--- config.mk ---
export PLATFORM = sky130hd
export DESIGN_NAME = adam_sqrt
export DESIGN_NICKNAME = d
export VERILOG_FILES = /design/src/rtl/adam_sqrt.sv
export SDC_FILE = /design/constraint.sdc
export NUM_CORES = 2
export LEC_CHECK = 0
export BUFFER_PORTS_ARGS = -buffer_cell sky130_fd_sc_hd__buf_2
export CAP_MARGIN = 20
export CORE_UTILIZATION = 50
export DETAILED_ROUTE_END_ITERATION = 10
export GPL_TIMING_DRIVEN = 0
export PLACE_DENSITY = 0.71
export SYNTH_ARGS = -nofsm -noshare
export SYNTH_HDL_FRONTEND = slang
export SYNTH_MEMORY_MAX_BITS = 65536
export SYNTH_SLANG_ARGS = --single-unit
--- constraint.sdc ---
create_clock -name clk_i -period 7.7 [get_ports clk_i]
set_clock_uncertainty 0.05 [all_clocks]
set_input_delay 1.54 -clock clk_i [delete_from_list [all_inputs] [get_ports clk_i]]
set_output_delay 1.54 -clock clk_i [all_outputs]
set_load 0.1 [all_outputs]
--- src/rtl/adam_sqrt.sv ---
// ----------------------------------------------------------------------------
// adam_sqrt
// Pipelined integer square root, one root bit per stage, with side payload.
// ----------------------------------------------------------------------------
module adam_sqrt #(
  parameter int RootW = 32,
  parameter int PayW  = 8
) (
  input  logic               clk_i,
  input  logic               rst_ni,
  input  logic               en_i,
  input  logic               valid_i,
  input  logic [2*RootW-1:0] x_i,
  input  logic [PayW-1:0]    pay_i,
  output logic               valid_o,
  output logic [RootW-1:0]   root_o,
  output logic [PayW-1:0]    pay_o
);

  logic [RootW-1:0]   vld_q;
  logic [RootW-1:0]   rem_q  [RootW];
  logic [RootW-1:0]   root_q [RootW];
  logic [2*RootW-1:0] x_q    [RootW];
  logic [PayW-1:0]    pay_q  [RootW];

  for (genvar k = 0; k < RootW; k++) begin : g_stage
    logic               v_src;
    logic [RootW-1:0]   rem_src;
    logic [RootW-1:0]   root_src;
    logic [2*RootW-1:0] x_src;
    logic [PayW-1:0]    pay_src;
    logic [RootW+1:0]   rem2;
    logic [RootW+1:0]   trial;
    logic               fits;

    if (k == 0) begin : g_first
      assign v_src    = valid_i;
      assign rem_src  = '0;
      assign root_src = '0;
      assign x_src    = x_i;
      assign pay_src  = pay_i;
    end else begin : g_next
      assign v_src    = vld_q[k-1];
      assign rem_src  = rem_q[k-1];
      assign root_src = root_q[k-1];
      assign x_src    = x_q[k-1];
      assign pay_src  = pay_q[k-1];
    end

    // bring down the next two radicand bits, try root*4 + 1
    assign rem2  = {rem_src, x_src[2*RootW-1:2*RootW-2]};
    assign trial = {root_src, 2'b01};
    assign fits  = (rem2 >= trial);

    always_ff @(posedge clk_i or negedge rst_ni) begin
      if (!rst_ni) begin
        vld_q[k] <= 1'b0;
      end else if (en_i) begin
        vld_q[k] <= v_src;
      end
    end

    always_ff @(posedge clk_i) begin
      if (en_i) begin
        rem_q[k]  <= fits ? RootW'(rem2 - trial) : rem2[RootW-1:0];
        root_q[k] <= {root_src[RootW-2:0], fits};
        x_q[k]    <= {x_src[2*RootW-3:0], 2'b00};
        pay_q[k]  <= pay_src;
      end
    end
  end

  assign valid_o = vld_q[RootW-1];
  assign root_o  = root_q[RootW-1];
  assign pay_o   = pay_q[RootW-1];

endmodule

-- Word-level counts from Yosys, hierarchy flattened
Memory sizes are Yosys's and may differ from the RTL's.
Cells that the tools add are included.
- order comparisons: 32
- multiplexer cells: 34
- add/sub/neg operators: 32
- operator list (operator ; count):
    $ge 34x34->1 ; 31
    $mux 32 ; 32
    $sub 32x32->32 ; 31
    $sub 2x1->3 const B ; 1
    $ge 2x1->1 const B ; 1
    $mux 1 ; 2
- output and inout port bits: 41
- memories: 4
- bits in registers: 32
- memory bits (writable): 4288
- input bits: 76
- memory list (name ; words ; bits a word ; rd ports ; clocked after memory_dff ; wr ports ; RTL line ; source):
    x_q ; 32 ; 62 ; 31 ; 0 ; 32 ; 23 ; logic [2*RootW-1:0] x_q [RootW];
    rem_q ; 32 ; 32 ; 31 ; 0 ; 32 ; 21 ; logic [RootW-1:0] rem_q [RootW];
    root_q ; 32 ; 32 ; 32 ; 0 ; 32 ; 22 ; logic [RootW-1:0] root_q [RootW];
    pay_q ; 32 ; 8 ; 32 ; 0 ; 32 ; 24 ; logic [PayW-1:0] pay_q [RootW];

-- Depth between registers and ports, before layout
An unclocked memory read counts as a cell.
- depth in word-level cells: 3
- depth in mapped cells: 14
- mapped depth without buffers: 13

-- Least setup slack after synthesis
No wires, ideal clock.
- path kind: flip-flop to flip-flop
- from: memory rem_q[29][7], in the netlist rem_q[1][423]
- to: memory rem_q[30][4], in the netlist rem_q[1][452] (data pin)
- setup time: 0.260 ns
- data arrival time: 2.872 ns
- slack: 4.518 ns
- stages on the path, launching flop included: 11
- buffers on the path: 1
- period minus slack after synthesis: 3.182 ns
- cells stage by stage: edfxtp_1 ha_1 a21oi_1 o21ai_0 or3b_2 o2111ai_1 o21ai_1 a211o_1 a21oi_1 buf_2 mux2_2
- RTL lines (what ; RTL line):
    start, declared ; 21

==> out/metrics.json <==
{
  "status": "completed",
  "floorplan.io_pins": 117,
  "vias_in_the_first_global_route": 71100,
  "leakagePower_nw": 52.6,
  "endpoint_kind": "flop",
  "drt-wirelength-per-cell_um": 19.0,
  "top_signal_layer_used": "met4",
  "core_mm2": 0.246,
  "min_delay_worst_endpoint": "x_q[7][34]$_DFFE_PP_",
  "wirelength_um": 250000,
  "drtAntennaViolNets": 0,
  "worstSetupStartpointType": "primary input",
  "dpl.cell_count": 12600,
  "worstPathArrival_ns": 5.73,
  "slew_headroom": 0.254,
  "count_of_flip_flops_with_a_built_in_enable_after_synthesis": 2722,
  "hold_depth": 0,
  "row_count": 182,
  "first_pass_grt_wire_length_um": 391000,
  "design.die.area_mm2": 0.250,
  "fin_hold_ws_ns": 0.329,
  "reg2reg_setup_slack_ns": 3.08,
  "timing.critical_path.fanout_max": 184,
  "worst_path_largest_cell_delay_ns": 0.63,
  "max_slew.worst_pin.slew_ns": 1.11,
  "critPathLaunch": "en_i",
  "crit_path_cell_trace": "buf_12 -> buf_16 -> buf_16 -> buf_16 -> buf_16 -> buf_16 -> buf_16",
  "detailed_router_s_first_iteration_violation_count": 6105,
  "fin_crit_ns": 5.24,
  "chipHeight_um": 500,
  "ys_seq_elements": 2754,
  "cts_setup_buffers": 0,
  "r2r_start": "x_q[26][61]$_DFFE_PP_",
  "tritoncts_num_sinks": 2754,
  "rsz_0062_raised_after_global_routing": "false",
  "post_route_cells_drive_above_1_share": 0.0827,
  "effective_utilization_at_floorplan": 0.504,
  "final_cell_mix": "edfxtp_1 (2722), inv_1 (668), nand2_1 (596)",
  "io_buffers": 116,
  "route.detailed.drc": 0,
  "fmaxAchievable_ghz": 0.191,
  "worstHoldStart": "x_q[6][32]$_DFFE_PP_",
  "ys_warn_count": 0,
  "post_cts_resized": 0,
  "slew_viol_final": 0,
  "cp_top_family": "buffers and inverters",
  "most_common_cell_after_layout_fill_and_taps_aside": "edfxtp_1",
  "worst_r2r_path_depth": 12,
  "die_x_um": 500,
  "clk_latency_ns": 0.96,
  "timing_worst_setup_path_type": "primary input to flop",
  "wl_met2_um": 120000,
  "powerDensity_mw_per_mm2": 311,
  "clk_transition_reported_paths_ns": 0.06,
  "maxCapViolCount": 0,
  "totalNegativeSetupSlack_ns": 0,
  "dr_wl_met3_um": 12900,
  "cp.buffers_inverters": 7,
  "gp_congestion": 0.916,
  "synth_seq_area_share": 0.666,
  "worst_ir_drop_vdd_mv": 0.240,
  "async_flop_share": 0.0116,
  "setup_viol": 0,
  "grt_max_degree": 193,
  "routed_metal_1_wirelength_um": 111000,
  "layoutNonFillerInstCount": 13200,
  "routed_via_density": 5.53,
  "slowest_stage": "buf_16",
  "grt_overflow_total": 0,
  "vias": 72800,
  "timing.final.hold_violations": 0,
  "grtUsageTotal": 0.198,
  "hold_path_class": "flop to flop",
  "clockRootBuffer": "clkbuf_16",
  "ys_dominant_reg_cell": "edfxtp_1",
  "worstReg2RegEnd": "rem_q[1][367]$_DFFE_PP_",
  "crit_path_frequent_cell": "buf_16",
  "dp_hpwl_um": 180000,
  "post_synth_inst_count": 9193,
  "synth_area_mm2": 0.124,
  "ctsHtreeMaxLevel": 5,
  "numCtsBuffers": 307,
  "antenna_found_initial": 4,
  "layout.nets": 10300,
  "ys_types": 101,
  "synthToLayoutAreaGrowth_pct": 12.1,
  "timing.critical_path.required_ns": 8.19,
  "post_synth.cell_area_avg_um2": 13.5,
  "layout_worst_path_cycle_share": 0.681,
  "mappedNetlistNets": 9830,
  "cts_hold_buffers": 0,
  "detailedRoute.firstPassIterationCount": 6,
  "layout.core_utilization": 0.565,
  "tritoncts": "built",
  "cts_max_path_buffers": 4
}
where the power goes:
part | internal (W) | switching (W) | leakage, nW
clock network | 0.00867 | 0.00567 | 4.72
registers | 0.0189 | 0.00118 | 26.6
logic | 0.00356 | 0.00520 | 21.2
total | 0.0312 | 0.0121 | 52.6
state kept, by name, summed over array words and instances, names as in the netlist:
name           flops
pay_q            256
valid_o            1
g_stage.v_src     31
x_q              992
rem_q            946
root_q           528
layer usage:
layer / vias up / track usage
li1: 35200 / -
met1: 35400 / 0.270
met2: 1756 / 0.327
met3: 415 / 0.0313
met4: 0 / 0.0576
met5: - / 0
Yosys cell counts, drive strengths merged, types with 19 or more instances:
master	number	area (um2)
nand3	150	751
mux2	127	1430
a21oi	596	2990
a31oi	52	325
a21o	243	1820
xor2	354	3100
o21ai	418	2100
o41ai	20	183
xnor2	440	3850
or3	81	517
o21a	90	676
a21boi	19	143
dfrtp	32	801
o21bai	49	368
nand2	596	2240
nor2	580	2200
edfxtp	2722	81700
clkbuf	129	484
nor3	192	976
nand3b	30	225
nor2b	67	419
or4	45	345
inv	672	2520
nand2b	112	701
nor4	125	810
nand4	114	713
a211o	20	175
or2	40	250
o211ai	37	278
o31ai	56	430
a211oi	46	350
and2	37	231
buf	45	229
a2111oi	22	230
ha	561	7020
and3	46	288
through the flow:
| step | total power, W | area (um2) | worst slack [ns] |
|---|---|---|---|
| 2_1_floorplan | 0.0262 | 124000 | 4.52 |
| 3_3_place_gp | 0.0302 | 129000 | -36.40 |
| 4_1_cts | 0.0436 | 139000 | 2.35 |
| 5_1_grt | 0.0453 | 139000 | 2.01 |
| 3_5_place_dp | 0.0291 | 129000 | 1.33 |
| 6_report | 0.0432 | 139000 | 2.46 |
kinds of logic (layout without fill, tap and decap cells):
group                      count (synthesis)  count (layout)  synth area share
and+or+nand+nor                         2284            2284            0.0909
muxes                                    142             142            0.0127
adders and majority gates                561             561            0.0566
buffers and inverters                    847            1500            0.0261
DFF                                     2754            2754             0.666
AOI/OAI and AO/OA                       1810            1810            0.0917
other                                      1               3         0.0000302
xor gates and xnor gates                 794             794            0.0561
worst max path at each step:
stage	endpoint	slack, ns	cells after the start
6_report	x_q[17][53]$_DFFE_PP_	2.46	7
5_1_grt	x_q[10][38]$_DFFE_PP_	2.01	7
4_1_cts	x_q[10][38]$_DFFE_PP_	2.35	7
3_5_place_dp	pay_q[7][25]$_DFFE_PP_	1.33	7
3_3_place_gp	pay_q[7][25]$_DFFE_PP_	-36.40	1
2_1_floorplan	rem_q[1][452]$_DFFE_PP_	4.52	10
area by class of cell:
| type | count | area, um2 |
|---|---|---|
| clock buffer | 357 | 7960 |
| sequential | 2754 | 82500 |
| tap | 3312 | 4140 |
| multi-input combinational | 5592 | 38200 |
| timing repair buffer | 133 | 1040 |
| antenna | 2 | 5.00 |
| buffer | 174 | 713 |
| fill | 19500 | 107000 |
| clock inverter | 163 | 1880 |
| inverter | 673 | 2530 |
Power figures use the tool's default switching activity.
