$ cat config.mk
export PLATFORM = sky130hd
export DESIGN_NAME = adam_div
export DESIGN_NICKNAME = d
export VERILOG_FILES = /design/src/rtl/adam_div.sv
export SDC_FILE = /design/constraint.sdc
export NUM_CORES = 2
export LEC_CHECK = 0
export ABC_AREA = 0
export BUFFER_PORTS_ARGS = -buffer_cell sky130_fd_sc_hd__buf_2
export CORE_ASPECT_RATIO = 0.9
export CORE_UTILIZATION = 41
export CTS_CLUSTER_SIZE = 30
export DETAILED_ROUTE_END_ITERATION = 16
export PLACE_DENSITY_LB_ADDON = 0.3
export SETUP_SLACK_MARGIN = 0.5
export SYNTH_ARGS = -nofsm -noshare
export SYNTH_HDL_FRONTEND = slang
export SYNTH_MEMORY_MAX_BITS = 65536
export SYNTH_SLANG_ARGS = --single-unit
export TNS_END_PERCENT = 20
$ cat constraint.sdc
create_clock -name clk_i -period 4.3 [get_ports clk_i]
set_input_delay 0.43 -clock clk_i [delete_from_list [all_inputs] [get_ports clk_i]]
set_output_delay 0.43 -clock clk_i [all_outputs]
set_load 0.01 [all_outputs]
$ cat src/rtl/adam_div.sv
// ----------------------------------------------------------------------------
// adam_div
// Pipelined restoring divider, one quotient bit per stage, with side payload.
// Flags overflow when the quotient does not fit in QuoW bits.
// ----------------------------------------------------------------------------
module adam_div #(
  parameter int DenW = 17,
  parameter int QuoW = 48,
  parameter int PayW = 8
) (
  input  logic                 clk_i,
  input  logic                 rst_ni,
  input  logic                 en_i,
  input  logic                 valid_i,
  input  logic [QuoW+DenW-1:0] num_i,
  input  logic [DenW-1:0]      den_i,
  input  logic [PayW-1:0]      pay_i,
  output logic                 valid_o,
  output logic [QuoW-1:0]      quo_o,
  output logic                 ovf_o,
  output logic [PayW-1:0]      pay_o
);

  logic [QuoW-1:0] vld_q;
  logic [DenW-1:0] rem_q [QuoW];
  logic [QuoW-1:0] nq_q  [QuoW];
  logic [DenW-1:0] den_q [QuoW];
  logic            ovf_q [QuoW];
  logic [PayW-1:0] pay_q [QuoW];

  for (genvar k = 0; k < QuoW; k++) begin : g_stage
    logic            v_src;
    logic [DenW-1:0] rem_src;
    logic [QuoW-1:0] nq_src;
    logic [DenW-1:0] den_src;
    logic            ovf_src;
    logic [PayW-1:0] pay_src;
    logic [DenW:0]   trial;
    logic            fits;

    if (k == 0) begin : g_first
      assign v_src   = valid_i;
      assign rem_src = num_i[QuoW+DenW-1:QuoW];
      assign nq_src  = num_i[QuoW-1:0];
      assign den_src = den_i;
      assign ovf_src = (num_i[QuoW+DenW-1:QuoW] >= den_i);
      assign pay_src = pay_i;
    end else begin : g_next
      assign v_src   = vld_q[k-1];
      assign rem_src = rem_q[k-1];
      assign nq_src  = nq_q[k-1];
      assign den_src = den_q[k-1];
      assign ovf_src = ovf_q[k-1];
      assign pay_src = pay_q[k-1];
    end

    // shift in the next numerator bit, subtract when the divisor fits
    assign trial = {rem_src, nq_src[QuoW-1]};
    assign fits  = (trial >= {1'b0, den_src});

    always_ff @(posedge clk_i or negedge rst_ni) begin
      if (!rst_ni) begin
        vld_q[k] <= 1'b0;
      end else if (en_i) begin
        vld_q[k] <= v_src;
      end
    end

    always_ff @(posedge clk_i) begin
      if (en_i) begin
        rem_q[k] <= fits ? DenW'(trial - {1'b0, den_src}) : trial[DenW-1:0];
        nq_q[k]  <= {nq_src[QuoW-2:0], fits};
        den_q[k] <= den_src;
        ovf_q[k] <= ovf_src;
        pay_q[k] <= pay_src;
      end
    end
  end

  assign valid_o = vld_q[QuoW-1];
  assign quo_o   = nq_q[QuoW-1];
  assign ovf_o   = ovf_q[QuoW-1];
  assign pay_o   = pay_q[QuoW-1];

endmodule

# Word-level counts from Yosys, hierarchy flattened
# Memory sizes are Yosys's and may differ from the RTL's.
# Index checks and enable logic that the tools add are counted.
classes:
  n_mux: 50
  add_sub_neg: 48
  order_cmp: 49
ops:
  columns: ["operator", "n"]
  rows:
  - ["18-bit by 17-bit greater-or-equal comparator with 1-bit output", 48]
  - ["17-bit 2-to-1 mux", 48]
  - ["17-bit subtractor", 48]
  - ["17-bit greater-or-equal comparator", 1]
  - ["1-bit 2-to-1 mux", 2]
word_totals:
  in_bits: 94
  ff_bits: 48
  mem_count: 5
  ram_bits: 4368
  output_inout_bits: 58
mem_list:
  columns: ["memory", "words", "width", "read_ports", "rd_clocked_by_memory_dff", "write_ports", "line_no", "text"]
  rows:
  - ["nq_q", 48, 48, 48, 0, 48, "26", "logic [QuoW-1:0] nq_q [QuoW];"]
  - ["den_q", 48, 17, 47, 0, 48, "27", "logic [DenW-1:0] den_q [QuoW];"]
  - ["rem_q", 48, 17, 47, 0, 48, "25", "logic [DenW-1:0] rem_q [QuoW];"]
  - ["pay_q", 48, 8, 48, 0, 48, "29", "logic [PayW-1:0] pay_q [QuoW];"]
  - ["ovf_q", 48, 1, 48, 0, 48, "28", "logic ovf_q [QuoW];"]

# Depth between registers and ports, before layout
depth:
  word_depth: 2
  mapped_depth: 14
  depth_no_buf: 12

# Worst setup path before layout
# Ideal clock, no wire load.
synth_path:
  kind: "flip-flop to flip-flop"
  startpoint: "memory nq_q[16][47], in the netlist nq_q[1][47]"
  endpoint: "memory rem_q[17][8], in the netlist rem_q[1][25], data pin"
  arrival_time_ns: 3.060
  period_less_slack_ns: 3.320
  path_slack_ns: 0.980
  path_stages_with_launch: 14
  setup_time_ns: 0.260
  path_buffers: 1
  cell_sequence: "edfxtp_1 > inv_1 > ha_1 > inv_1 > fa_1 > a21oi_2 > o22ai_2 > o41ai_4 > o21bai_2 > a21oi_2 > a211oi_2 > a2111oi_4 > buf_6 > mux2_4"
synth_rtl:
  columns: ["item", "line_no"]
  rows:
  - ["start: declaration", "26"]
  - ["end: declaration", "25"]

==> key figures <==
Clocking
  • Root Driver: clkbuf_16
  • H-tree levels: 5
  • Skew-Pair Late Insertion Delay: 1010 ps
  • Number of buffers created by CTS: 442
  • Clk buf depth: 4
  • CTS tree: built
  • Clk sinks: 4382
  • Clk slew on worst S/H paths: 60 ps

Cells and area
  • Nets: 13300
  • Fillcell total: 37400
  • Fraction of layout cells with a size suffix above 1: 0.119
  • P&R area growth vs syn: 13.9%

Logic synthesis
  • Synth cell types: 92
  • Dominant cell type by area after synthesis: edfxtp_1
  • Post-synth EDFFs: 4334
  • Synth Instances: 11600
  • Post-Syn Area per Cell: 15.6 sq um
  • Post-synthesis sequential area ratio: 0.728
  • Syn_nets: 12500
  • Synth top area cells: edfxtp_1 (72%), ha_1 (5.8%), mux2_2 (2.6%), inv_1 (2.2%), o21ai_0 (1.8%)
  • Post-Syn Area: 180000 sq um
  • Seq cells post-synth: 4382
  • Async set or reset register ratio after synthesis: 0.0110
  • Main synth FF type: edfxtp_1
  • Yosys warnings: 0
  • Post-synth top area share: 0.721

Critical path
  • Worst-path maximum fanout: 32
  • Setup CP Type: reg -> reg
  • Setup crit end kind: flip-flop
  • Arr. time, crit path: 4470 ps
  • Crit path cell chain: inv_1, ha_1, inv_1, fa_1, a21o_1, a2111oi_0, o31ai_1, nor2_1, o21ai_0, a41oi_2, buf_4, mux2_2
  • Slowest cell on crit path: a2111oi_0
  • CP max stage delay: 710 ps
  • Worst EP required: 5030 ps
  • CP dominant cell by count: inv_1
  • Critical Path Source Type: flip-flop

Floorplanning
  • # IOs: 152
  • Die Y: 631 um
  • Std-Cell Rows: 230
  • Die X: 701 um
  • Initial core utilization: 0.413
  • Core Footprint: 437000 sq um
  • Die Footprint: 443000 sq um

Pwr
  • Internal power: 97.2 mW
  • Seq pwr share: 0.432
  • Total Power: 139 mW
  • Net Sw Frac: 0.300
  • Leak Pwr: 76.9 nW
  • Power per cell area: 676 nW/um^2
  • Clock Power Share: 0.274
  • Max VDD drop: 403 uV
  • Comb power frac: 0.294
  • Net Sw Power: 41.7 mW

Outcome
  • Outcome: finished clean

Drt
  • Drt wl/cell: 16.1 um
  • DRT antenna net count: 0
  • DR vias: 91000
  • Starting DRT DRC Count: 6776
  • First-pass detailed-route iteration total: 6
  • Vias per inst: 4.93
  • DRC: 0
  • Routed WL: 297000 um

Placed design
  • Post-DP HPWL: 198000 um
  • Input/output buffers: 151
  • Placer Congestion: 0.868
  • Pre-CTS setup slack: 583 ps

Timing
  • Final hold violation count: 0
  • RSZ-0062 raised after global routing: true
  • Max Transition Viols Final: 0
  • Setup violators final: 0
  • Max-slew headroom: 0.196
  • Clock skew: 63.2 ps
  • Final worst-path cycle share: 0.869
  • Max Fclk: 268 MHz
  • Least-Margin Pin Slew: 1200 ps
  • Final worst path period need: 3740 ps
  • Fin Setup TNS: 0 ps
  • Min setup slack post-route: 564 ps

GRT
  • M3 GR Usage: 0.0190
  • Gr ovfl total: 0
  • Initial antenna violation count: 2
  • Global-route wire length before repair: 479000 um
  • Largest net degree at the start of global routing: 148
  • Met1 usage: 0.187
  • Met2 usage: 0.210
  • Vias in the first global route: 88900
  • Grt peak-use layer: met2
  • Total GRT Usage: 0.132

Hold path
  • Hold Path Class: in -> reg

Job
  • Max_cap viols: 0
-- cells in the mapped netlist (all sizes together) (137+ instances only) --
library cell,number
o21ai,656
a21oi,624
edfxtp,4334
mux2,432
a21o,270
nor3,137
xnor2,346
ha,833
xor2,270
inv,1034
nand2,576
nor2,482
-- what timing repair did --
action                     4_1_cts  5_1_grt
gates resized for setup          0        7
hold buffers                   105        0
hold endpoints to repair       145        0
setup buffers                    0        3
setup endpoints to repair        0      148
-- area by class of cell --
cell class | count | area [sq um] | area share
diodes | 1 | 2.50 | 0.0000122
flip-flops and latches | 4382 | 131000 | 0.639
multi-input cells | 6009 | 44800 | 0.218
well taps | 5800 | 7260 | 0.0353
clock inverters | 273 | 3070 | 0.0149
clock buffers | 534 | 11400 | 0.0557
repair buffers | 442 | 3790 | 0.0185
inverters | 1035 | 3880 | 0.0189
-- power groups by stage --
| stage | logic, mW | clock network (mW) | registers (mW) |
|---|---|---|---|
| floorplan | 32.0 | 0 | 59.1 |
| global placement | 39.9 | 0 | 61.1 |
| detailed placement | 40.4 | 0 | 61.1 |
| CTS | 40.8 | 39.6 | 60.2 |
| global route | 45.9 | 41.1 | 60.8 |
| finish | 40.8 | 38.1 | 60.1 |
-- flip-flops by register name, summed over array words and instances, names as in the netlist --
| register | cells |
|---|---|
| nq_q | 2304 |
| ovf_q | 48 |
| den_q | 799 |
| rem_q | 799 |
| valid_o | 1 |
| g_stage.v_src | 47 |
| pay_q | 384 |
-- per-stage QoR --
stage,cell area [sq um],hold WS (ps),util,cells
floorplan,180000,134,-,11600
global placement,190000,400,0.435,17600
detailed placement,190000,405,0.435,17600
CTS,206000,3.74,0.470,18500
global route,206000,58.6,0.470,18500
finish,206000,139,0.470,18500
-- worst max-delay path, delay by kind of cell (launching register included) --
kind                       cells  cell delay [ps]
adders and majority gates      2              550
AOI/OAI and AO/OA              5             1560
and+or+nand+nor                1              160
buffers and inverters          3              460
DFF                            1              380
muxes                          1              370
-- final timing paths --
path                       depth (start not counted)              startpoint  slack [ps]                             to
max                                               12  nq_q[2][623]$_DFFE_PP_         560        rem_q[2][222]$_DFFE_PP_
min                                                2               num_i[39]         140          nq_q[0][40]$_DFFE_PP_
max reg2reg                                       12  nq_q[2][623]$_DFFE_PP_         560        rem_q[2][222]$_DFFE_PP_
min reg2reg                                        0  nq_q[0][387]$_DFFE_PP_         370         nq_q[0][436]$_DFFE_PP_
max in group asynchronous                          2                  rst_ni        3450  g_stage[20].v_src$_DFFE_PN0P_
min in group asynchronous                          2                  rst_ni         170   g_stage[2].v_src$_DFFE_PN0P_
-- per-layer routing --
metal,vias up,share of wire
li1,45100,-
met1,43900,0.47
met2,1400,0.46
met3,563,0.038
met4,0,0.030
met5,-,0
-- cell families after synthesis --
| group | after synthesis | share of synthesized area |
|---|---|---|
| DFF | 4382 | 0.728 |
| and+or+nand+nor | 1803 | 0.0466 |
| AOI/OAI and AO/OA | 2244 | 0.0788 |
| buffers and inverters | 1178 | 0.0250 |
| muxes | 466 | 0.0290 |
| adders and majority gates | 880 | 0.0630 |
| xor gates and xnor gates | 616 | 0.0299 |
-- cell usage in the layout, fill, tap and decap left out, types with 45 or more instances in the layout --
cell           synthesis  routed
edfxtp_1            4334    4334
inv_1               1034    1034
ha_1                 833     833
o21ai_0              645     645
a21oi_1              616     613
nand2_1              576     576
nor2_1               482     481
clkbuf_16              0     444
mux2_2               420     420
xnor2_1              346     346
xor2_1               270     270
a21o_1               270     270
buf_2                 23     150
buf_4                  4     140
nor3_1               137     137
nand4_1              130     130
dlygate4sd3_1          0     105
nand3_1               97      97
o21bai_1              95      95
clkinv_1               1      93
clkbuf_1              92      90
nand2b_1              87      87
nor2b_1               76      76
clkinv_2               0      75
o21a_1                73      73
a211oi_1              72      71
a31oi_1               70      62
o31ai_1               54      52
bufinv_16              0      48
dfrtp_1               48      48
fa_1                  47      47
buf_12                 0      47
or3_1                 45      45
Power figures use the tool's default switching activity.
